[src/hw/rtl/rta_pkg.sv]
`timescale 1ns / 1ps
// ----------------------------------------------------------------------------
// rta_pkg
// Shared constants, widths and types of the rgb tone adjust pipeline.
// ----------------------------------------------------------------------------
package rta_pkg;

    // fractional bits of the unsigned gains
    localparam int GAIN_FRAC_BITS = 12;

    localparam int PIX_W    = 8;
    localparam int GAIN_W   = 16;
    localparam int BRIGHT_W = 9;
    localparam int WARM_W   = 8;

    // apb port
    localparam int DATA_W    = 32;
    localparam int ADDR_W    = 5;
    localparam int REG_IDX_W = 3;

    localparam logic [REG_IDX_W-1:0] REG_EXPOSURE   = 3'd0;
    localparam logic [REG_IDX_W-1:0] REG_BRIGHTNESS = 3'd1;
    localparam logic [REG_IDX_W-1:0] REG_CONTRAST   = 3'd2;
    localparam logic [REG_IDX_W-1:0] REG_SATURATION = 3'd3;
    localparam logic [REG_IDX_W-1:0] REG_WARMTH     = 3'd4;

    localparam logic [GAIN_W-1:0] GAIN_ONE = GAIN_W'(1 << GAIN_FRAC_BITS);

    // pipeline depth
    localparam int LANE_STAGES = 3;
    localparam int MIX_STAGES  = 5;
    localparam int NUM_STAGES  = LANE_STAGES + MIX_STAGES;

    // exposure / brightness stage
    localparam int PROD_A_W = PIX_W + GAIN_W;
    localparam int S_W = (((PROD_A_W + 1) > (BRIGHT_W + GAIN_FRAC_BITS)) ?
                          (PROD_A_W + 1) : (BRIGHT_W + GAIN_FRAC_BITS)) + 1;
    localparam int A_W = S_W - GAIN_FRAC_BITS + 1;

    // contrast stage, mid-grey in half units
    localparam int MID_GREY  = 255;
    localparam int D_W       = A_W + 1;
    localparam int P_W       = D_W + GAIN_W + 1;
    localparam int CON_LIMIT = 524288;
    localparam int C_W       = 21;

    // luma and saturation stages
    localparam int LUMA_FRAC = 16;
    localparam int LUMA_W    = 17;
    localparam logic signed [LUMA_W-1:0] LUMA_WEIGHT [3] = '{
        LUMA_W'(13933), LUMA_W'(46871), LUMA_W'(4732)
    };
    localparam int LP_W      = C_W + LUMA_FRAC;
    localparam int L_W       = LP_W + 1;
    localparam int X_W       = L_W + 1;
    localparam int M_W       = X_W + GAIN_W + 1;
    localparam int T_W       = M_W + 2;
    localparam int OUT_SHIFT = LUMA_FRAC + 1 + GAIN_FRAC_BITS;
    localparam int Q_W       = T_W - OUT_SHIFT;
    localparam int PIX_MAX   = 255;

    typedef struct packed {
        logic        [GAIN_W-1:0]   exposure_gain;
        logic signed [BRIGHT_W-1:0] brightness_offset;
        logic        [GAIN_W-1:0]   contrast_gain;
        logic        [GAIN_W-1:0]   saturation_gain;
        logic signed [WARM_W-1:0]   warmth_offset;
    } rta_cfg_t;

endpackage

[src/hw/rtl/rta_cfg_regs.sv]
`timescale 1ns / 1ps
// ----------------------------------------------------------------------------
// rta_cfg_regs
// APB register file holding the five tone adjustment settings.
// ----------------------------------------------------------------------------
module rta_cfg_regs
    import rta_pkg::*;
(
    input  logic              clk,
    input  logic              rst_n,
    input  logic              psel,
    input  logic              penable,
    input  logic              pwrite,
    input  logic [ADDR_W-1:0] paddr,
    input  logic [DATA_W-1:0] pwdata,
    output logic [DATA_W-1:0] prdata,
    output logic              pready,
    output rta_cfg_t          cfg
);

    rta_cfg_t               cfg_reg;
    rta_cfg_t               cfg_next;
    logic [REG_IDX_W-1:0]   reg_idx;
    logic                   wr_en;

    assign reg_idx = paddr[ADDR_W-1:2];
    assign wr_en   = psel && penable && pwrite;
    assign pready  = 1'b1;
    assign cfg     = cfg_reg;

    always_comb
    begin
        cfg_next = cfg_reg;
        if (wr_en)
        begin
            case (reg_idx)
                REG_EXPOSURE:   cfg_next.exposure_gain     = pwdata[GAIN_W-1:0];
                REG_BRIGHTNESS: cfg_next.brightness_offset = $signed(pwdata[BRIGHT_W-1:0]);
                REG_CONTRAST:   cfg_next.contrast_gain     = pwdata[GAIN_W-1:0];
                REG_SATURATION: cfg_next.saturation_gain   = pwdata[GAIN_W-1:0];
                REG_WARMTH:     cfg_next.warmth_offset     = $signed(pwdata[WARM_W-1:0]);
                default:        cfg_next = cfg_reg;
            endcase
        end
    end

    always_ff @(posedge clk or negedge rst_n)
    begin
        if (!rst_n)
        begin
            cfg_reg.exposure_gain     <= GAIN_ONE;
            cfg_reg.brightness_offset <= '0;
            cfg_reg.contrast_gain     <= GAIN_ONE;
            cfg_reg.saturation_gain   <= GAIN_ONE;
            cfg_reg.warmth_offset     <= '0;
        end
        else
        begin
            cfg_reg <= cfg_next;
        end
    end

    // signed registers read back sign-extended
    always_comb
    begin
        case (reg_idx)
            REG_EXPOSURE:   prdata = DATA_W'(cfg_reg.exposure_gain);
            REG_BRIGHTNESS: prdata = DATA_W'(cfg_reg.brightness_offset);
            REG_CONTRAST:   prdata = DATA_W'(cfg_reg.contrast_gain);
            REG_SATURATION: prdata = DATA_W'(cfg_reg.saturation_gain);
            REG_WARMTH:     prdata = DATA_W'(cfg_reg.warmth_offset);
            default:        prdata = '0;
        endcase
    end

endmodule

[config.mk]
export PLATFORM = sky130hd
export DESIGN_NAME = rta_cfg_regs
export DESIGN_NICKNAME = d
export VERILOG_FILES = /design/src/hw/rtl/rta_pkg.sv /design/src/hw/rtl/rta_cfg_regs.sv
export SDC_FILE = /design/constraint.sdc
export NUM_CORES = 1
export LEC_CHECK = 0
export ABC_AREA = 1
export BUFFER_PORTS_ARGS = -buffer_cell sky130_fd_sc_hd__buf_2
export CORE_ASPECT_RATIO = 0.7
export CORE_MARGIN = 2
export CORE_UTILIZATION = 45
export CTS_BUF_LIST = sky130_fd_sc_hd__clkbuf_4 sky130_fd_sc_hd__clkbuf_8
export DETAILED_ROUTE_END_ITERATION = 12
export GPL_TIMING_DRIVEN = 0
export PLACE_DENSITY = 0.82
export SYNTH_ARGS = -nofsm -noshare
export SYNTH_HDL_FRONTEND = slang
export SYNTH_SLANG_ARGS = --single-unit
[constraint.sdc]
create_clock -name clk -period 1.94 [get_ports clk]
set_input_delay 0.485 -clock clk [delete_from_list [all_inputs] [get_ports clk]]
set_output_delay 0.485 -clock clk [all_outputs]
set_load 0.02 [all_outputs]
* Yosys cells after proc, flatten, opt, wreduce, memory -nomap -nowiden
Index checks and enable logic that the tools add are counted.
** Word-level totals
- Bits in registers :: 65
- Input bits :: 42
- Word-level logic and storage cells :: 18
** Operators by class
- Eq/ne operators :: 4
- Mux-type cells :: 1
- Reductions and logical operators :: 8
** Operator list (count)
- case mux 32 bit (5 select lines) :: 1
- AND reduction 2 bit :: 5
- == test 3 x 2 -> 1 bit, second input constant :: 2
- == test 3 x 1 -> 1 bit, second input constant :: 1
- == test 3 bit, second input constant :: 1
- logical NOT 3 bit :: 1
- logical AND 1 bit :: 2

* Logic depth before layout (Yosys ltp)
- Word-level depth :: 3
- Mapped depth :: 8

* Least setup slack after synthesis
Ideal clock, no wire load.
- Kind :: in2out
- From :: input paddr[2]
- To :: output prdata[11]
- Data arrival time :: 1.760 ns
- Data required time :: 1.455 ns
- Slack :: -0.305 ns
- Cell stages on the path :: 6
- Path through :: buf_2 nor2_4 nand3_1 nand2_1 inv_2 nand2_1
** On the way
- Word-level cells in the longest chain between the ends :: 2
** RTL lines
- from (decl) :: RTL line rta_cfg_regs.sv:14 : input logic [ADDR_W-1:0] paddr,
- == test 3 bit (tied with other cells) :: RTL line rta_cfg_regs.sv:66 : case (reg_idx)
- case mux 32 bit (5 select lines) (*) :: RTL line rta_cfg_regs.sv:66
- to (decl) :: RTL line rta_cfg_regs.sv:16 : output logic [DATA_W-1:0] prdata,
Mark *: on every way between the ends. The rest lies on a longest branch, timed or not.

* Worst setup path in the final report
- From :: input paddr[2]
- To :: output prdata[0]
The elaborated chain is that of the path after synthesis.

==> results by group <==
Synth
  – Cell taking the most area after synthesis: dfrtp_1
  – Syn_area_per_cell: 8.02 µm²
  – Post-Synthesis Cells: 416
  – Synthesized cell area: 3340 µm²
  – Syn Nets: around 460
  – Seq cells post-synth: 65
  – Top cell type's share of synthesized area: 0.465
  – Post-synth cell types: 22
  – Yosys warns: 0
  – Synth area leaders: dfrtp_1 47%, nand2_1 13%, o21ai_1 8.6%
  – Post-synthesis sequential area ratio: 0.489

Timing
  – Final Critical Period: 1.98 ns
  – Fmax: 505 MHz
  – Clock skew: 0 ns
  – Period Utilization, post-route: 1.02
  – Worst Slack Setup Final: -0.0407 ns
  – Final Hold Viols: 0
  – Slew Viols, Final: 0
  – Worst hold slack: 0.126 ns
  – Setup violations, final: 4
  – Rel. slew slack: 0.569
  – Worst Max-Slew Pin Slew: 0.644 ns
  – Setup TNS Final: -0.0800 ns
  – RSZ-0062 raised after global routing: yes

CTS
  – TritonCTS Buffers: 9
  – Clock tree buffer depth: 2
  – Clock Latency Late Sink: 0.35 ns
  – H-tree levels: 3
  – Clk root buf: clkbuf_8
  – Reg clk slew, reported paths: roughly 0.07 ns
  – Clock sink count: between 60 and 70
  – CTS tree: yes
  – # hold bufs at CTS: 0

Power
  – Clock network fraction of total power: 0.256
  – P_leak: 2.69 nW
  – Combinational share of power: 0.336
  – Sw frac: 0.379
  – Worst vdd ir: 498 µV
  – Total chip power: 0.00457 W
  – Reg power frac: 0.408
  – Net Switching: 0.00173 W
  – Pwr dens: 941 nW/µm²
  – Internal: around 0.0028 W

Placement
  – DP Area: 4080 µm²
  – Port Buf Inserts: 118
  – Detail Placement HPWL: 7580 µm
  – Placer Congestion: ~0.86

Drt
  – Vias/cell: 5.47
  – Total Wirelength: between 10000 and 15000 µm
  – DR iter-0 viols: 433
  – DR WL/cell: 18.1 µm
  – Antenna viol nets, final: 0
  – Drt drc: 0
  – Vias: 3681
  – DR pass1 iterations: 6

Global route
  – Vias in the first global route: 3402
  – Initial antenna violation count: 0
  – GRT Util Overall: 0.277
  – Total grt overflow: 0
  – Global-route wire length before repair: 17200 µm
  – Largest net degree at the start of global routing: 43

Critical path
  – Reg2reg setup slack: between 1 and 1.5 ns
  – Crit path kind: in2out
  – FF-to-FF path depth: 2
  – Arr. time, crit path: roughly 1.5 ns
  – Endpoint class of the critical path: primary output
  – Startpoint Class: input pin
  – R2R Path End: cfg[61]
  – RR Startpoint: cfg[61]
  – Max FO, Critical Path: 7
  – Critical Path RT: 1.45 ns

Cells and area
  – Commonest non-fill, non-tap cell in the layout: nand2_1
  – Core Util, Final: 0.669
  – Share of cells above drive strength 1: 0.426
  – Final non-filler cell area: 4860 µm²
  – Final nets: 612
  – Area Overhead vs Synth: 45.6%
  – Max reg flops: 65
  – Leading cell types in the layout, fill and taps excluded: 107 x nand2_1, 103 x buf_2, 61 x dfrtp_1
  – # diodes: 0

Flow run
  – Max-cap check violation count: 0

Floorplanning
  – Core ar.: 7250 µm²
  – Die ar.: 8130 µm²
  – Cell row count: 26
  – Die X: around 110 µm
  – DIE HEIGHT: 76.0 µm
  – Ports: 140
  – Initial Util: 0.460

Min path
  – Hold Crit Class: in2async

Outcome
  – Status: complete, but fails checks
  – Violated checks: setup timing
-- power by group through the flow --
stage	clock network [W]	logic, W	registers [W]
floorplan	0	0.000502	0.00215
global placement	0	0.00130	0.00184
detailed placement	0	0.00133	0.00186
CTS	0.00118	0.00137	0.00184
global route	0.00123	0.00165	0.00189
finish	0.00117	0.00154	0.00186
-- kinds of logic (layout without fill, tap and decap cells) --
kind of cell,Yosys count,in the layout,share of synthesized area
other,1,1,0.00112
AND/OR/NAND/NOR,201,204,0.278
buffers and inverters,81,237,0.130
flip-flops,65,65,0.489
AO/OA/AOI/OAI,68,68,0.102
-- cell usage after synthesis, drive strengths merged --
master and number:
o21ai 68, nand3 29, dfstp 3, inv 42, buf 37, conb 1
nand4 22, clkbuf 2, dfrtp 62, nor2 30, nand2 120
-- layout make-up --
class | instances | area (µm²)
fillers | 561 | 2400
flip-flops and latches | 65 | 1630
multi-input cells | 273 | 1430
repair buffers | 140 | 922
plain buffers | 39 | 372
inverters | 42 | 178
clock buffers | 11 | 145
well taps | 98 | 123
clock inverters | 5 | 55.1
-- critical path: stages --
cell     delay (ns)
buf_12         0.12
nor2_4         0.20
buf_6          0.14
buf_8          0.14
nand3_2        0.07
nand2_2        0.08
nor2_2         0.05
nand2_2        0.09
buf_6          0.12
-- timing repair --
| action | in CTS | in global routing |
|---|---|---|
| endpoints found under the setup margin | 32 | 32 |
| buffers inserted | 7 | 12 |
| pin swaps | 6 | 25 |
| cloned | 3 | 2 |
| resized for setup | 22 | 101 |
-- metrics by stage --
stage                     setup slack (ns)  instances
final                              -0.0407        673
after CTS                          -0.0353        659
after global placement              -0.244        632
after detailed placement            -0.268        633
after global routing               -0.0529        673
after floorplan                    -0.0356        416
-- routing by layer --
layer	vias to the layer above	wire length, µm	GRT usage
met2	299	5510	0.413
met3	47	1540	0.0804
li1	1639	-	-
met5	-	0	0
met1	1696	4780	0.382
met4	0	358	0.106
-- worst max path at each step --
stage	start	end
6_report	paddr[2]	prdata[0]
3_5_place_dp	paddr[2]	prdata[8]
3_3_place_gp	paddr[2]	prdata[13]
5_1_grt	paddr[2]	prdata[4]
2_1_floorplan	paddr[2]	prdata[11]
4_1_cts	paddr[2]	prdata[1]
(Power assumes the default switching activity.)
