File: config.mk
export PLATFORM = sky130hd
export DESIGN_NAME = rta_contrast_lane
export DESIGN_NICKNAME = d
export VERILOG_FILES = /design/src/hw/rtl/rta_pkg.sv /design/src/hw/rtl/rta_contrast_lane.sv
export SDC_FILE = /design/constraint.sdc
export NUM_CORES = 1
export LEC_CHECK = 0
export ABC_AREA = 1
export BUFFER_PORTS_ARGS = -buffer_cell sky130_fd_sc_hd__buf_2
export CAP_MARGIN = 30
export CORE_ASPECT_RATIO = 1.5
export CORE_MARGIN = 2
export CORE_UTILIZATION = 45
export CTS_BUF_LIST = sky130_fd_sc_hd__clkbuf_8 sky130_fd_sc_hd__clkbuf_16
export DETAILED_ROUTE_END_ITERATION = 7
export HOLD_SLACK_MARGIN = 0.02
export PLACE_DENSITY = 0.66
export SYNTH_ARGS = -nofsm -noshare
export SYNTH_HDL_FRONTEND = slang
export SYNTH_SLANG_ARGS = --single-unit
File: constraint.sdc
create_clock -name clk -period 5.9 [get_ports clk]
set_clock_uncertainty 0.05 [all_clocks]
set_input_delay 0.59 -clock clk [delete_from_list [all_inputs] [get_ports clk]]
set_output_delay 0.59 -clock clk [all_outputs]
set_load 0.005 [all_outputs]
File: src/hw/rtl/rta_pkg.sv
`timescale 1ns / 1ps
// ----------------------------------------------------------------------------
// rta_pkg
// Shared constants, widths and types of the rgb tone adjust pipeline.
// ----------------------------------------------------------------------------
package rta_pkg;

    // fractional bits of the unsigned gains
    localparam int GAIN_FRAC_BITS = 12;

    localparam int PIX_W    = 8;
    localparam int GAIN_W   = 16;
    localparam int BRIGHT_W = 9;
    localparam int WARM_W   = 8;

    // apb port
    localparam int DATA_W    = 32;
    localparam int ADDR_W    = 5;
    localparam int REG_IDX_W = 3;

    localparam logic [REG_IDX_W-1:0] REG_EXPOSURE   = 3'd0;
    localparam logic [REG_IDX_W-1:0] REG_BRIGHTNESS = 3'd1;
    localparam logic [REG_IDX_W-1:0] REG_CONTRAST   = 3'd2;
    localparam logic [REG_IDX_W-1:0] REG_SATURATION = 3'd3;
    localparam logic [REG_IDX_W-1:0] REG_WARMTH     = 3'd4;

    localparam logic [GAIN_W-1:0] GAIN_ONE = GAIN_W'(1 << GAIN_FRAC_BITS);

    // pipeline depth
    localparam int LANE_STAGES = 3;
    localparam int MIX_STAGES  = 5;
    localparam int NUM_STAGES  = LANE_STAGES + MIX_STAGES;

    // exposure / brightness stage
    localparam int PROD_A_W = PIX_W + GAIN_W;
    localparam int S_W = (((PROD_A_W + 1) > (BRIGHT_W + GAIN_FRAC_BITS)) ?
                          (PROD_A_W + 1) : (BRIGHT_W + GAIN_FRAC_BITS)) + 1;
    localparam int A_W = S_W - GAIN_FRAC_BITS + 1;

    // contrast stage, mid-grey in half units
    localparam int MID_GREY  = 255;
    localparam int D_W       = A_W + 1;
    localparam int P_W       = D_W + GAIN_W + 1;
    localparam int CON_LIMIT = 524288;
    localparam int C_W       = 21;

    // luma and saturation stages
    localparam int LUMA_FRAC = 16;
    localparam int LUMA_W    = 17;
    localparam logic signed [LUMA_W-1:0] LUMA_WEIGHT [3] = '{
        LUMA_W'(13933), LUMA_W'(46871), LUMA_W'(4732)
    };
    localparam int LP_W      = C_W + LUMA_FRAC;
    localparam int L_W       = LP_W + 1;
    localparam int X_W       = L_W + 1;
    localparam int M_W       = X_W + GAIN_W + 1;
    localparam int T_W       = M_W + 2;
    localparam int OUT_SHIFT = LUMA_FRAC + 1 + GAIN_FRAC_BITS;
    localparam int Q_W       = T_W - OUT_SHIFT;
    localparam int PIX_MAX   = 255;

    typedef struct packed {
        logic        [GAIN_W-1:0]   exposure_gain;
        logic signed [BRIGHT_W-1:0] brightness_offset;
        logic        [GAIN_W-1:0]   contrast_gain;
        logic        [GAIN_W-1:0]   saturation_gain;
        logic signed [WARM_W-1:0]   warmth_offset;
    } rta_cfg_t;

endpackage

File: src/hw/rtl/rta_contrast_lane.sv
`timescale 1ns / 1ps
// ----------------------------------------------------------------------------
// rta_contrast_lane
// One color channel: exposure gain and brightness, then contrast around
// mid-grey, result in half pixel units.
// ----------------------------------------------------------------------------
module rta_contrast_lane
    import rta_pkg::*;
(
    input  logic                   clk,
    input  rta_cfg_t               cfg,
    input  logic [LANE_STAGES-1:0] load,
    input  logic [PIX_W-1:0]       pix,
    output logic signed [C_W-1:0]  con
);

    logic        [PROD_A_W-1:0] prod;
    logic signed [S_W-1:0]      sum_a;
    logic signed [A_W-1:0]      a_next;
    logic signed [A_W-1:0]      a_reg;
    logic signed [D_W-1:0]      dev;
    logic signed [P_W-1:0]      p_next;
    logic signed [P_W-1:0]      p_reg;
    logic signed [P_W:0]        q_wide;
    logic signed [C_W-1:0]      c_next;
    logic signed [C_W-1:0]      c_reg;

    always_comb
    begin
        prod   = PROD_A_W'(pix) * PROD_A_W'(cfg.exposure_gain);
        sum_a  = $signed(S_W'(prod))
               + (S_W'(cfg.brightness_offset) <<< GAIN_FRAC_BITS);
        a_next = A_W'(sum_a >>> (GAIN_FRAC_BITS - 1));
    end

    always_comb
    begin
        dev    = D_W'(a_reg) - D_W'(MID_GREY);
        p_next = P_W'(dev) * P_W'($signed({1'b0, cfg.contrast_gain}));
    end

    // floor shift back to half units, then saturate
    always_comb
    begin
        q_wide = ((P_W+1)'(p_reg) >>> GAIN_FRAC_BITS) + (P_W+1)'(MID_GREY);
        if (q_wide > (P_W+1)'(CON_LIMIT))
        begin
            c_next = C_W'(CON_LIMIT);
        end
        else if (q_wide < -((P_W+1)'(CON_LIMIT)))
        begin
            c_next = -(C_W'(CON_LIMIT));
        end
        else
        begin
            c_next = C_W'(q_wide);
        end
    end

    always_ff @(posedge clk)
    begin
        if (load[0])
        begin
            a_reg <= a_next;
        end
        if (load[1])
        begin
            p_reg <= p_next;
        end
        if (load[2])
        begin
            c_reg <= c_next;
        end
    end

    assign con = c_reg;

endmodule

Yosys cells after proc, flatten, opt, wreduce, memory -nomap -nowiden

Cells that the tools add are included.

Register bits: 69
Input bits: 77
Output and inout bits: 21
Logic and storage cells: 13

Add/subtract/negate cells: 3
$mul: 2
$lt $le $gt $ge: 2
Multiplexer cells: 1
Reductions and logical operators: 1

Operator list:

| cell                                                            | number |
|---|---|
| multiplier 16 x 17 -> 33 bit                                    | 1 |
| adder 25 x 21 -> 26 bit                                         | 1 |
| multiplier 8 x 16 -> 24 bit                                     | 1 |
| adder 21 x 9 -> 22 bit, second input constant                   | 1 |
| greater-than comparator 22 x 21 -> 1 bit, second input constant | 1 |
| less-than comparator 22 x 20 -> 1 bit, second input constant    | 1 |
| two-way mux 21 bit                                              | 1 |
| subtractor 15 x 9 -> 16 bit, second input constant              | 1 |
| OR reduction 2 bit                                              | 1 |

Depth between registers and ports, before layout

Word-level depth: 3
Gate-level depth with buffers: 34
Gate-level depth less buffers: 33

Worst setup path after synthesis

No wires, ideal clock.

Path kind: reg-to-reg
Start: register a_reg[1]
End: register p_reg[28] (data pin)
Library setup time: 0.259 ns
Arrival: 5.766 ns
Data required time: 5.591 ns
Setup slack: -0.175 ns
Cell stages (with the launch flop): 31
Buffers on the path: 1
Period minus slack after synthesis: 6.075 ns
Cells stage by stage: edfxtp_1 ha_1 nand4_1 nor2_1 nand2_1 nor2_1 inv_1 nand2_1 nand2_1 inv_1 buf_2 nand2_1 fa_1 inv_1 fa_1 inv_1 fa_1 inv_1 fa_1 fa_1 inv_1 fa_1 inv_1 ha_1 nand2_1 o21ai_0 a21oi_1 inv_1 a21oi_1 nand2_1 xor2_1

Longest elaborated chain between the ends: 2

Ends and longest elaborated chain:

| element                      | line                    | source |
|---|---|---|
| start, declared              | rta_contrast_lane.sv:20 | `logic signed [A_W-1:0] a_reg;` |
| start signal, assigned       | rta_contrast_lane.sv:64 | `a_reg <= a_next;` |
| subtractor 15 x 9 -> 16 bit  | rta_contrast_lane.sv:38 | `dev = D_W'(a_reg) - D_W'(MID_GREY);` |
| multiplier 16 x 17 -> 33 bit | rta_contrast_lane.sv:39 | `p_next = P_W'(dev) * P_W'($signed({1'b0, cfg.contrast_gain}));` |
| via p_next[28]               | rta_contrast_lane.sv:22 | `logic signed [P_W-1:0] p_next;` |
| end signal, assigned         | rta_contrast_lane.sv:68 | `p_reg <= p_next;` |
| end, declared                | rta_contrast_lane.sv:23 | `logic signed [P_W-1:0] p_reg;` |

The timed path passes the listed nets, and every way through them passes these cells.
A chain may end at the register's enable or synchronous reset.

Worst setup path after layout

Start: register a_reg[1]
End: register p_reg[30] (data pin)

The elaborated chain is that of the path after synthesis.

==> impl_results.md <==
- Status: finished, violations left
- Failing checks: setup timing
- Ys Warns: 0
- I/O Buffers: 73
- Number of flops mapped to enable cells by yosys: 57
- Ports: ~100
- Max Used Layer: met5
- Sequential cell area: around 1700 sq um
- Synth area leader: fa_1
- Vias per cell: between 5 and 6
- R2r startpoint: a_reg[1]
- Total number of vias: about 15000
- Clk buf depth: 2
- Area growth syn-to-layout: 27.2%
- Largest net degree at the start of global routing: 22
- Die width: roughly 160 um
- Avg Cell Area, Syn: between 7 and 8 sq um
- Kind of critical path: reg -> reg
- Top post-synthesis cells by area: fa_1, ha_1, inv_1, nand2_1, edfxtp_1
- Total gr overflow: 0
- Fin crit period: approximately 6.2 ns
- Critical Path Sink Type: register
- Max-capacitance violation count: 0
- CTS Buf Count: 9
- Post-Syn Nets: 2693
- Met1 WL: between 15000 and 20000 um
- DR pass1 iterations: 7
- Met2 Wirelength: around 27000 um
- GRT Resource Usage Total: 0.258
- Endpoints failing setup: 20
- Synthesized instance count: 2163
- Final hold violation count: 0
- Starting Density: 0.454
- Clk root buf: clkbuf_16
- Multi-input logic area: about 14000 sq um
- WL/cell: ~16 um
- Die ar.: between 30000 and 40000 sq um
- Final Max Tran Viols: 0
- TritonCTS clock tree: built
- Relative slew slack: 0.662
- Vias in the first global route: approximately 16000
- Post-route DRC violation count: 0
- Unrepaired setup endpoints after global routing: yes
- Sequential area share after synthesis: 0.103
- Min-Delay Startpoint: cfg[40]
- Worst hold slack: approximately 0.53 ns
- Hold-fix buffers, CTS: 0
- Initial antenna violation count: 3
- RD Place Congestion: ~1.0
- Remaining antenna violation count after routing: 0
- Setup WS post-layout: -0.349 ns
- Req. time, crit path: slightly below 6 ns
- Fin crit share: 1.06
- Post-DP HPWL: approximately 40000 um
- Row Count: 86
- Worst setup SP type: register
- Crit path launch: a_reg[1]
- Most used DFF post-synth: edfxtp_1
- Clock Latency Late Sink: 0.36 ns
- Clock slew at reported path FFs: roughly 0.050 ns
- Die height: 239 um
- Core area: ~36000 sq um
- Type of the worst min-delay path: in -> reg
- H-tree levels: 3
- Cell variety after synth: 45
- Fin nets: between 2000 and 3000
- FF+latch count, synth: 57
- Achievable Freq: 160 MHz
- CP arrival: around 6.3 ns
- Fill cells: between 3000 and 4000
- Area share of the largest cell type after synthesis: 0.335
- First-pass GRT wire length: between 70000 and 80000 um
- Initial DRC Count: about 760
- Final WL: roughly 50000 um
- # clock sinks: 57
- CP Max Fanout: 3
- Ratio of cells with drive above 1 in the final layout: 0.267
- Met3 routed WL: around 2100 um
- Share of flip-flops with an asynchronous set or reset: 0
- ANT cells: 0
- Post-Syn Area: about 17000 sq um
- Worst Tran Pin Value: 0.508 ns
## per-stage QoR
step | worst slack [ns] | area [sq um] | instances | utilization | setup TNS (ns)
after floorplan | -0.0256 | 16600 | 2163 | - | -0.0256
after global placement | -0.628 | 19100 | 2891 | 0.524 | -10.15
after detailed placement | -0.708 | 19100 | 2891 | 0.524 | -12.16
after CTS | -0.249 | 20400 | 2941 | 0.560 | -2.69
after global routing | -0.614 | 21000 | 2953 | 0.577 | -9.55
final | -0.349 | 21000 | 2953 | 0.577 | -4.74
## cell families after synthesis
group	after synthesis	share of synthesized area
adders and majority gates	453	0.468
xor gates and xnor gates	47	0.0249
DFF	57	0.103
buffers and inverters	622	0.143
and+or+nand+nor	844	0.213
AOI/OAI and AO/OA	140	0.0467
## synth_stat cells (13+ instances only)
cell / instances
edfxtp_1: 57
xnor2_1: 14
inv_1: 549
nand2_2: 18
clkbuf_1: 47
nand2_1: 506
nand3_1: 60
nor3_1: 15
xor2_1: 33
ha_1: 176
nor2_1: 193
o21ai_0: 38
nand4_1: 13
a21oi_1: 70
fa_1: 277
## final cells by class
cell class	count	area share
flip-flops and latches	57	0.0814
well taps	484	0.0288
multi-input cells	1484	0.648
clock inverters	6	0.00398
inverters	565	0.102
clock buffers	9	0.0107
repair buffers	348	0.126
## layer usage
| metal | vias to the layer above | global-route usage |
|---|---|---|
| met3 | 186 | 0.0370 |
| met4 | 4 | 0.143 |
| li1 | 7019 | - |
| met2 | 420 | 0.533 |
| met5 | - | 0 |
| met1 | 7283 | 0.234 |
## what timing repair did
item	in CTS	in global routing
gates resized for setup	175	138
pin swaps	57	69
setup buffers	34	15
cloned	1	2
endpoints found under the setup margin	23	28
## worst max-delay path, cell delays in order, from the launching register on
cell and delay, ns:
edfxtp_1 0.36, ha_2 0.19, nand4_1 0.11, nor2_1 0.11, nand2_1 0.08, nor2_2 0.15, nor2_1 0.07, or2_1 0.26
nand2_4 0.10, buf_12 0.11, nor2_4 0.03, fa_1 0.51, inv_1 0.05, fa_1 0.50, inv_1 0.06, fa_2 0.53
fa_2 0.44, fa_1 0.51, fa_2 0.66, ha_4 0.24, a21oi_4 0.16, o21ai_2 0.10, a21oi_2 0.18, nor2_1 0.08
a211oi_2 0.18, nand2_1 0.07, nand2_1 0.06, nand2_1 0.04
## layout by cell type, fill, tap and decap left out, drive strengths merged
master,count
a311oi,1
clkbuf,13
bufbuf,1
a21o,9
xor2,33
nand2,526
o41ai,1
and3,1
o21bai,1
o2111ai,2
edfxtp,57
bufinv,2
a31o,1
nand4,13
o21a,1
nor3,17
o21ai,41
clkinv,7
nor2,216
nand3b,5
a211oi,2
fa,277
nand3,62
ha,176
a21boi,2
a31oi,7
xnor2,14
clkinvlp,2
nor4,2
buf,343
o221ai,1
or2,2
a21oi,70
a221oi,1
inv,560
## final timing paths
path	depth (start not counted)	endpoint	slack, ns
worst max-delay path	27	p_reg[30]	-0.35
worst min-delay path	2	a_reg[1]	0.53
worst max register to register	27	p_reg[30]	-0.35
worst min register to register	1	con[0]	0.54
Power is not shown: default switching activity piles up to over one toggle a cycle in this logic, so the estimate is an artifact.
