## config.mk

```make
export PLATFORM = sky130hd
export DESIGN_NAME = rta_pipe_ctrl
export DESIGN_NICKNAME = d
export VERILOG_FILES = /design/src/hw/rtl/rta_pkg.sv /design/src/hw/rtl/rta_pipe_ctrl.sv
export SDC_FILE = /design/constraint.sdc
export NUM_CORES = 1
export LEC_CHECK = 0
export BUFFER_PORTS_ARGS = -buffer_cell sky130_fd_sc_hd__buf_2
export CELL_PAD_IN_SITES_DETAIL_PLACEMENT = 1
export CELL_PAD_IN_SITES_GLOBAL_PLACEMENT = 2
export CORE_AREA = 10 10 52 54
export CTS_CLUSTER_SIZE = 30
export DETAILED_ROUTE_END_ITERATION = 8
export DIE_AREA = 0 0 62 64
export GPL_TIMING_DRIVEN = 1
export PLACE_DENSITY_LB_ADDON = 0.1
export SLEW_MARGIN = 20
export SYNTH_ARGS = -nofsm -noshare
export SYNTH_HDL_FRONTEND = slang
export SYNTH_SLANG_ARGS = --single-unit
```

## constraint.sdc

```tcl
create_clock -name clk -period 1.16 [get_ports clk]
set_clock_uncertainty 0.15 [all_clocks]
set_input_delay 0.174 -clock clk [delete_from_list [all_inputs] [get_ports clk]]
set_output_delay 0.174 -clock clk [all_outputs]
set_load 0.01 [all_outputs]
```

## src/hw/rtl/rta_pkg.sv

```systemverilog
`timescale 1ns / 1ps
// ----------------------------------------------------------------------------
// rta_pkg
// Shared constants, widths and types of the rgb tone adjust pipeline.
// ----------------------------------------------------------------------------
package rta_pkg;

    // fractional bits of the unsigned gains
    localparam int GAIN_FRAC_BITS = 12;

    localparam int PIX_W    = 8;
    localparam int GAIN_W   = 16;
    localparam int BRIGHT_W = 9;
    localparam int WARM_W   = 8;

    // apb port
    localparam int DATA_W    = 32;
    localparam int ADDR_W    = 5;
    localparam int REG_IDX_W = 3;

    localparam logic [REG_IDX_W-1:0] REG_EXPOSURE   = 3'd0;
    localparam logic [REG_IDX_W-1:0] REG_BRIGHTNESS = 3'd1;
    localparam logic [REG_IDX_W-1:0] REG_CONTRAST   = 3'd2;
    localparam logic [REG_IDX_W-1:0] REG_SATURATION = 3'd3;
    localparam logic [REG_IDX_W-1:0] REG_WARMTH     = 3'd4;

    localparam logic [GAIN_W-1:0] GAIN_ONE = GAIN_W'(1 << GAIN_FRAC_BITS);

    // pipeline depth
    localparam int LANE_STAGES = 3;
    localparam int MIX_STAGES  = 5;
    localparam int NUM_STAGES  = LANE_STAGES + MIX_STAGES;

    // exposure / brightness stage
    localparam int PROD_A_W = PIX_W + GAIN_W;
    localparam int S_W = (((PROD_A_W + 1) > (BRIGHT_W + GAIN_FRAC_BITS)) ?
                          (PROD_A_W + 1) : (BRIGHT_W + GAIN_FRAC_BITS)) + 1;
    localparam int A_W = S_W - GAIN_FRAC_BITS + 1;

    // contrast stage, mid-grey in half units
    localparam int MID_GREY  = 255;
    localparam int D_W       = A_W + 1;
    localparam int P_W       = D_W + GAIN_W + 1;
    localparam int CON_LIMIT = 524288;
    localparam int C_W       = 21;

    // luma and saturation stages
    localparam int LUMA_FRAC = 16;
    localparam int LUMA_W    = 17;
    localparam logic signed [LUMA_W-1:0] LUMA_WEIGHT [3] = '{
        LUMA_W'(13933), LUMA_W'(46871), LUMA_W'(4732)
    };
    localparam int LP_W      = C_W + LUMA_FRAC;
    localparam int L_W       = LP_W + 1;
    localparam int X_W       = L_W + 1;
    localparam int M_W       = X_W + GAIN_W + 1;
    localparam int T_W       = M_W + 2;
    localparam int OUT_SHIFT = LUMA_FRAC + 1 + GAIN_FRAC_BITS;
    localparam int Q_W       = T_W - OUT_SHIFT;
    localparam int PIX_MAX   = 255;

    typedef struct packed {
        logic        [GAIN_W-1:0]   exposure_gain;
        logic signed [BRIGHT_W-1:0] brightness_offset;
        logic        [GAIN_W-1:0]   contrast_gain;
        logic        [GAIN_W-1:0]   saturation_gain;
        logic signed [WARM_W-1:0]   warmth_offset;
    } rta_cfg_t;

endpackage

```

## src/hw/rtl/rta_pipe_ctrl.sv

```systemverilog
`timescale 1ns / 1ps
// ----------------------------------------------------------------------------
// rta_pipe_ctrl
// Per-stage valid bits and load enables of the elastic pipeline.
// ----------------------------------------------------------------------------
module rta_pipe_ctrl
    import rta_pkg::*;
(
    input  logic                  clk,
    input  logic                  rst_n,
    input  logic                  in_valid,
    output logic                  in_ready,
    output logic                  out_valid,
    input  logic                  out_ready,
    output logic [NUM_STAGES-1:0] load
);

    logic [NUM_STAGES-1:0] valid_reg;
    logic [NUM_STAGES-1:0] valid_next;
    logic [NUM_STAGES:0]   ready;
    logic [NUM_STAGES-1:0] upstream;

    assign upstream = {valid_reg[NUM_STAGES-2:0], in_valid};

    // a stage can take data when empty or when it drains this cycle
    always_comb
    begin
        ready[NUM_STAGES] = out_ready;
        for (int k = NUM_STAGES - 1; k >= 0; k--)
        begin
            ready[k] = !valid_reg[k] || ready[k+1];
        end
    end

    assign valid_next = (ready[NUM_STAGES-1:0] & upstream)
                      | (~ready[NUM_STAGES-1:0] & valid_reg);
    assign load       = ready[NUM_STAGES-1:0] & upstream;
    assign in_ready   = ready[0];
    assign out_valid  = valid_reg[NUM_STAGES-1];

    always_ff @(posedge clk or negedge rst_n)
    begin
        if (!rst_n)
        begin
            valid_reg <= '0;
        end
        else
        begin
            valid_reg <= valid_next;
        end
    end

endmodule

```

## After elaboration in Yosys (flattened, before gate mapping)

Index checks and enable logic that the tools add are counted.

| storage, ports and cells | value |
|---|---|
| output and inout bits | 10 |
| bits in registers | 8 |
| word-level logic and storage cells | 21 |
| bits of input ports | 4 |

| operators by class | value |
|---|---|
| bitwise logic cells | 4 |
| reductions and logical operators | 16 |

Operators with widths:

| kind | count |
|---|---|
| 8-bit bitwise AND | 2 |
| 1-bit logical NOT | 8 |
| 1-bit logical OR | 8 |
| 8-bit inverter | 1 |
| 8-bit OR | 1 |

## Longest topological paths before layout

Gate-level depths: netlist of the first run.

| logic depth | value |
|---|---|
| depth after elaboration | 12 |
| gate-level depth with buffers | 3 |

## Least setup slack after synthesis of the first run

Ideal clock, no wire load.

| timing path | value |
|---|---|
| path kind | register to output |
| start point | reg with a tool-made name |
| end point | out load[3] |
| stages on the path, launching flop included | 4 |
| arrival time | 1019 ps |
| data required time | 836 ps |
| path slack | -183 ps |
| path buffers | 1 |
| cells stage by stage | dfrtp_1 > and3b_1 > buf_6 > a41oi_1 |

RTL lines:

| element | RTL line | text |
|---|---|---|
| end: declaration | rta_pipe_ctrl.sv:15 | `output logic [NUM_STAGES-1:0] load` |

==> flow_summary.json, run 1 <==
{
  "grt_max_degree": 9,
  "worst-path-buf-inv": 2,
  "yosys_warnings": 0,
  "die-width_um": 62,
  "worst_path_max_delay_cell": "dfrtp_1",
  "max_freq_mhz": 639,
  "fin_nets": 71,
  "port_buffers": 13,
  "p_int_uw": 759,
  "finalHoldViolCount": 0,
  "r2r_cells": 4,
  "dr.first_iter.drc_count": 6,
  "via_count": 405,
  "design_area_um2": 732,
  "peakVddDrop_mv": 0.599,
  "required_ps": 840,
  "synth-compound-area-share": 0.241,
  "nFillCells": 195,
  "drt_first_pass_iters": 2,
  "die-area_um2": 3970,
  "syn_to_final_growth_pct": 81.1,
  "finalCriticalPeriod_ps": 1570,
  "ys_types": 19,
  "drc": 0,
  "p_clk_frac": 0.209,
  "ys_ff_latch": 8,
  "synth.net_count": 39,
  "cts-htree-levels": 1,
  "path_cells": "buf_6 > and4b_4 > a31oi_4 > buf_6",
  "routed_wl_um": 1280,
  "syn_avg_cell_area_um2": 11.5,
  "rsz0062_at_grt": "yes",
  "diodes": 0,
  "finalSetupTns_ps": -4330,
  "synthMuxAreaShare": 0,
  "synthSimpleGateAreaFrac": 0.189,
  "gp_congestion": 0.846,
  "crit_path_frequent_cell": "buf_6",
  "p_sw_frac": 0.338,
  "synth_xor_xnor_area_share": 0,
  "cp_max_fo": 5,
  "arrival_ps": 1240,
  "p_seq_frac": 0.321,
  "power.switching_uw": 387,
  "dpl_cell_area_um2": 616,
  "setup_ws_ps": -406,
  "power_density_nw_per_um2": 1570,
  "setup_viol": 15,
  "drive_gt1_frac": 0.652,
  "ys_seq_area_frac": 0.495,
  "clk_path_buf_depth": 2,
  "comb_power_share": 0.470,
  "status": "finished, violations left",
  "cts_root_buf": "clkbuf_4",
  "met1_length_um": 520,
  "grt_pass1_wl_um": 2090,
  "numCtsBuffers": 3,
  "clk_pin_slew_worst_paths_ps": 60,
  "grt_antenna_before_repair": 0,
  "dp_hpwl_um": 993,
  "cts_tree": "built",
  "grt_pass1_vias": 454,
  "critPathLaunchType": "flop",
  "postRouteAntennaNets": 0,
  "rows": 15,
  "violations": "setup timing",
  "hold_path_class": "primary input to async pin",
  "syn_inst": 35,
  "synth_top_family_by_area": "compound AO/OA/AOI/OAI gates",
  "synth_area_leaders": "dfrtp_1 50%, a21o_1 5.6%, a31o_1 4.3%",
  "viasPerCell": 4.45,
  "overflow": 0,
  "worst_pin_slew_ps": 206,
  "syn_area_um2": 404,
  "r2r_setup_slack_ps": -270,
  "grt_util_all_layers": 0.0708,
  "slowest_delay_ps": 380,
  "top_layer": "met4",
  "core_um2": 1710,
  "ios": 14,
  "relSlewSlack": 0.863,
  "critical_path.top_delay_family": "flip-flops",
  "die-height_um": 64,
  "cap_violations": 0,
  "clock-sinks": 8,
  "clock_latency_ps": 260,
  "start_util": 0.237,
  "fin_crit_sh": 1.35,
  "yosysTopAreaCellShare": 0.495,
  "p_leak_uw": 0.000338,
  "synthAdderAreaFrac": 0,
  "endpoint_kind": "primary output",
  "maxSlewViolCount": 0,
  "synth_top_cell_by_area": "dfrtp_1",
  "post_drt_wl_per_cell_um": 14.1,
  "dr_wl_met3_um": 74,
  "met2_length_um": 666,
  "critPathKind": "flop to primary output"
}
-- through the flow --
stage	std cells	worst slack (ps)	util	hold WS (ps)	total power (uW)
finish	91	-406	0.429	142	1150
floorplan	35	-84.5	-	-272	642
detailed placement	82	-227	0.360	-122	844
global route	91	-467	0.429	163	1230
CTS	89	-423	0.415	58.2	1140
global placement	82	-189	0.360	-124	823
-- worst register-to-register path: cells and delay by family (launching register included) --
kind            cells  cell delay [ps]
flops               1              380
compound gates      1              230
simple gates        1              280
buf+inv             2              270
-- repair_timing --
action / 4_1_cts / 5_1_grt
hold buffers: 2 / 0
endpoints found under the hold margin: 9 / 0
resized for setup: 8 / 2
setup buffers: 1 / 2
setup endpoints to repair: 16 / 17
pin swaps: 6 / 0
-- how the worst max path moves through the flow --
stage               start  cells after the start  slack (ps)      end
finish               flop                      4        -410  load[0]
global route         flop                      4        -470  load[0]
CTS                  flop                      4        -420  load[0]
detailed placement   flop                      3        -230  load[3]
global placement     flop                      3        -190  load[3]
floorplan            flop                      3         -80  load[5]
-- power by group through the flow --
stage          Clock [uW]  Sequential (uW)  Combinational, uW
6_report              239              368                539
5_1_grt               267              376                587
4_1_cts               249              368                527
3_5_place_dp            0              373                471
3_3_place_gp            0              369                454
2_1_floorplan           0              377                264
-- synthesized netlist by cell type, drive strengths merged --
library cell  instances
and4b                 1
a41oi                 1
a21boi                3
nand3                 1
a21o                  3
nand2b                2
dfrtp                 8
nor2b                 1
inv                   3
a31o                  2
and3b                 1
or2                   1
buf                   2
and2                  1
a31oi                 2
a41o                  1
and4                  2
-- placed cells by master (no fill, tap or decap) --
cell,netlist,final
and4_1,2,1
a41o_1,1,1
nand2b_4,0,1
clkbuf_1,0,1
and2_4,0,1
dfrtp_1,8,7
or2_1,1,1
buf_2,0,9
a21boi_2,1,3
nand3_1,1,1
a31o_1,2,2
a41oi_2,0,1
and4b_4,1,1
dfrtp_2,0,1
dlygate4sd3_1,0,2
and4_4,0,1
inv_1,3,3
clkbuf_4,0,3
buf_4,1,11
buf_6,1,7
a21o_1,3,3
and3b_2,0,1
nand2b_1,2,1
a31oi_4,0,2
nor2b_2,0,1
-- layout make-up --
cell class	count	area [um2]	share of cell area
well taps	25	31.3	0.0427
clock buffers	4	26.3	0.0359
flip-flops and latches	8	201	0.275
repair buffers	29	226	0.309
inverters	3	11.3	0.0154
multi-input cells	22	235	0.321
-- per-layer routing --
| metal | up-vias | global-route usage |
|---|---|---|
| met5 | - | 0 |
| met4 | 0 | 0.0419 |
| met3 | 2 | 0.0257 |
| met2 | 9 | 0.114 |
| met1 | 199 | 0.0756 |
| li1 | 195 | - |
-- logic make-up (layout without fill, tap and decap cells) --
| kind of cell | Yosys count | in the layout |
|---|---|---|
| buffers and inverters | 5 | 36 |
| AO/OA/AOI/OAI | 12 | 12 |
| flip-flops | 8 | 8 |
| AND/OR/NAND/NOR | 10 | 10 |
No activity file was read; power rests on OpenSTA's default activity.
==> run 2: changes to the inputs <==
- CORE_AREA: 10 10 52 54 -> 10 10 50 52
- DIE_AREA: 0 0 62 64 -> 0 0 60 62
- clock period: 1.16 -> 1.7 ns (I/O delays scaled with it)
==> flow_summary.json, run 2 (synthesis gave the netlist of run 1 again) <==
{
  "max_freq_mhz": 614,
  "gp_congestion": 0.695,
  "die-width_um": 60,
  "finalPower_uw": 667,
  "overflow": 0,
  "numCtsBuffers": 3,
  "power_density_nw_per_um2": 1080,
  "grt_pass1_vias": 405,
  "cts-htree-levels": 1,
  "via_count": 379,
  "grt_util_all_layers": 0.0652,
  "core_um2": 1610,
  "drc": 0,
  "finalHoldViolCount": 0,
  "nFillCells": 195,
  "worst_pin_slew_ps": 195,
  "die-height_um": 62,
  "grt_max_degree": 9,
  "clk_path_buf_depth": 2,
  "die-area_um2": 3720,
  "mostFrequentLayoutCells": "12 x buf_2, 8 x buf_4, 6 x dfrtp_1",
  "maxSlewViolCount": 0,
  "clock_latency_ps": 240,
  "drt_first_pass_iters": 2,
  "clock-sinks": 8,
  "routed_wl_um": 1150,
  "relSlewSlack": 0.870,
  "path_cells": "buf_4 > buf_4 > nand2b_4 > and2_1 > buf_2",
  "rsz0062_at_grt": "yes",
  "syn_to_final_growth_pct": 52.3,
  "grt_pass1_wl_um": 1860,
  "fin_crit_sh": 0.958,
  "start_util": 0.250,
  "hold_path_class": "primary input to flop",
  "cts_tree": "built",
  "cap_violations": 0,
  "crit_path_frequent_cell": "buf_4",
  "cts_root_buf": "clkbuf_4",
  "critPathLaunchType": "flop",
  "grt_antenna_before_repair": 0,
  "postRouteAntennaNets": 0,
  "ios": 14,
  "diodes": 0,
  "port_buffers": 13,
  "drive_gt1_frac": 0.559,
  "worst_path_max_delay_cell": "dfrtp_1",
  "required_ps": 1290,
  "viasPerCell": 4.99,
  "slowest_delay_ps": 400,
  "endpoint_kind": "primary output",
  "setup_viol": 0,
  "rows": 15,
  "critPathKind": "flop to primary output",
  "final_cell_count_no_fill": 76,
  "dp.cells": 64,
  "p_leak_uw": 0.000290,
  "dr.first_iter.drc_count": 8,
  "cp_max_fo": 4,
  "clk_pin_slew_worst_paths_ps": 60,
  "peakVddDrop_mv": 0.374,
  "status": "complete, no violations",
  "finalCriticalPeriod_ps": 1630,
  "finalSetupTns_ps": 0,
  "fin_nets": 65,
  "dp_hpwl_um": 807,
  "layout_commonest_cell": "buf_2",
  "arrival_ps": 1220,
  "post_drt_wl_per_cell_um": 15.1,
  "postLayoutCoreUtil": 0.381
}
==> run 2: timing repair <==
item,CTS,global route
hold buffers,1,0
setup endpoints to repair,5,5
gates resized for setup,5,7
endpoints found under the hold margin,8,0
gates cloned,1,0
setup buffers,4,3
pin swaps,1,5
==> run 2: worst max-delay path, delay by kind of cell, from the launching register on <==
kind                   cells  cell delay [ps]
flip-flops                 1              400
AND/OR/NAND/NOR            2              180
buffers and inverters      3              400
==> run 2: layer usage <==
layer  routed length (um)  vias up  global-route usage
met4                    0        0              0.0288
met2                  518       11              0.0897
met3                  129        0              0.0325
met5                    0        -                   0
li1                     -      181                   -
met1                  501      187              0.0826
==> run 2: final cells by class <==
type                            instances  area [um2]  share of cell area
Inverter                                3        11.3              0.0183
Sequential cell                         8         203               0.329
Multi-Input combinational cell         23         216               0.352
Tap cell                               17        21.3              0.0346
Timing Repair Buffer                   22         141               0.230
Clock buffer                            3        22.5              0.0366
==> run 2: stage by stage <==
stage / setup WS, ps / area (um2) / hold slack (ps)
CTS: 3.25 / 563 / 58.7
finish: 70.6 / 616 / 76.0
global placement: 226 / 479 / -43.2
floorplan: 276 / 404 / -191
detailed placement: 198 / 479 / -34.2
global route: -15.6 / 616 / 63.3
==> run 2: power breakdown <==
part	internal, uW	switching (uW)	total (uW)
registers	224	37.4	261
logic	141	127	268
clock network	80.3	57.5	138
total	445	222	667
==> run 2: final timing paths <==
kind | slack (ps) | start | to | depth (start not counted)
worst max-delay path | 70 | flop | load[7] | 5
worst min-delay path | 80 | in_valid | flop | 2
worst max register to register | 420 | flop | flop | 3
worst min register to register | 330 | flop | flop | 1
max in group asynchronous | 980 | rst_n | async pin | 2
min in group asynchronous | 230 | rst_n | async pin | 2
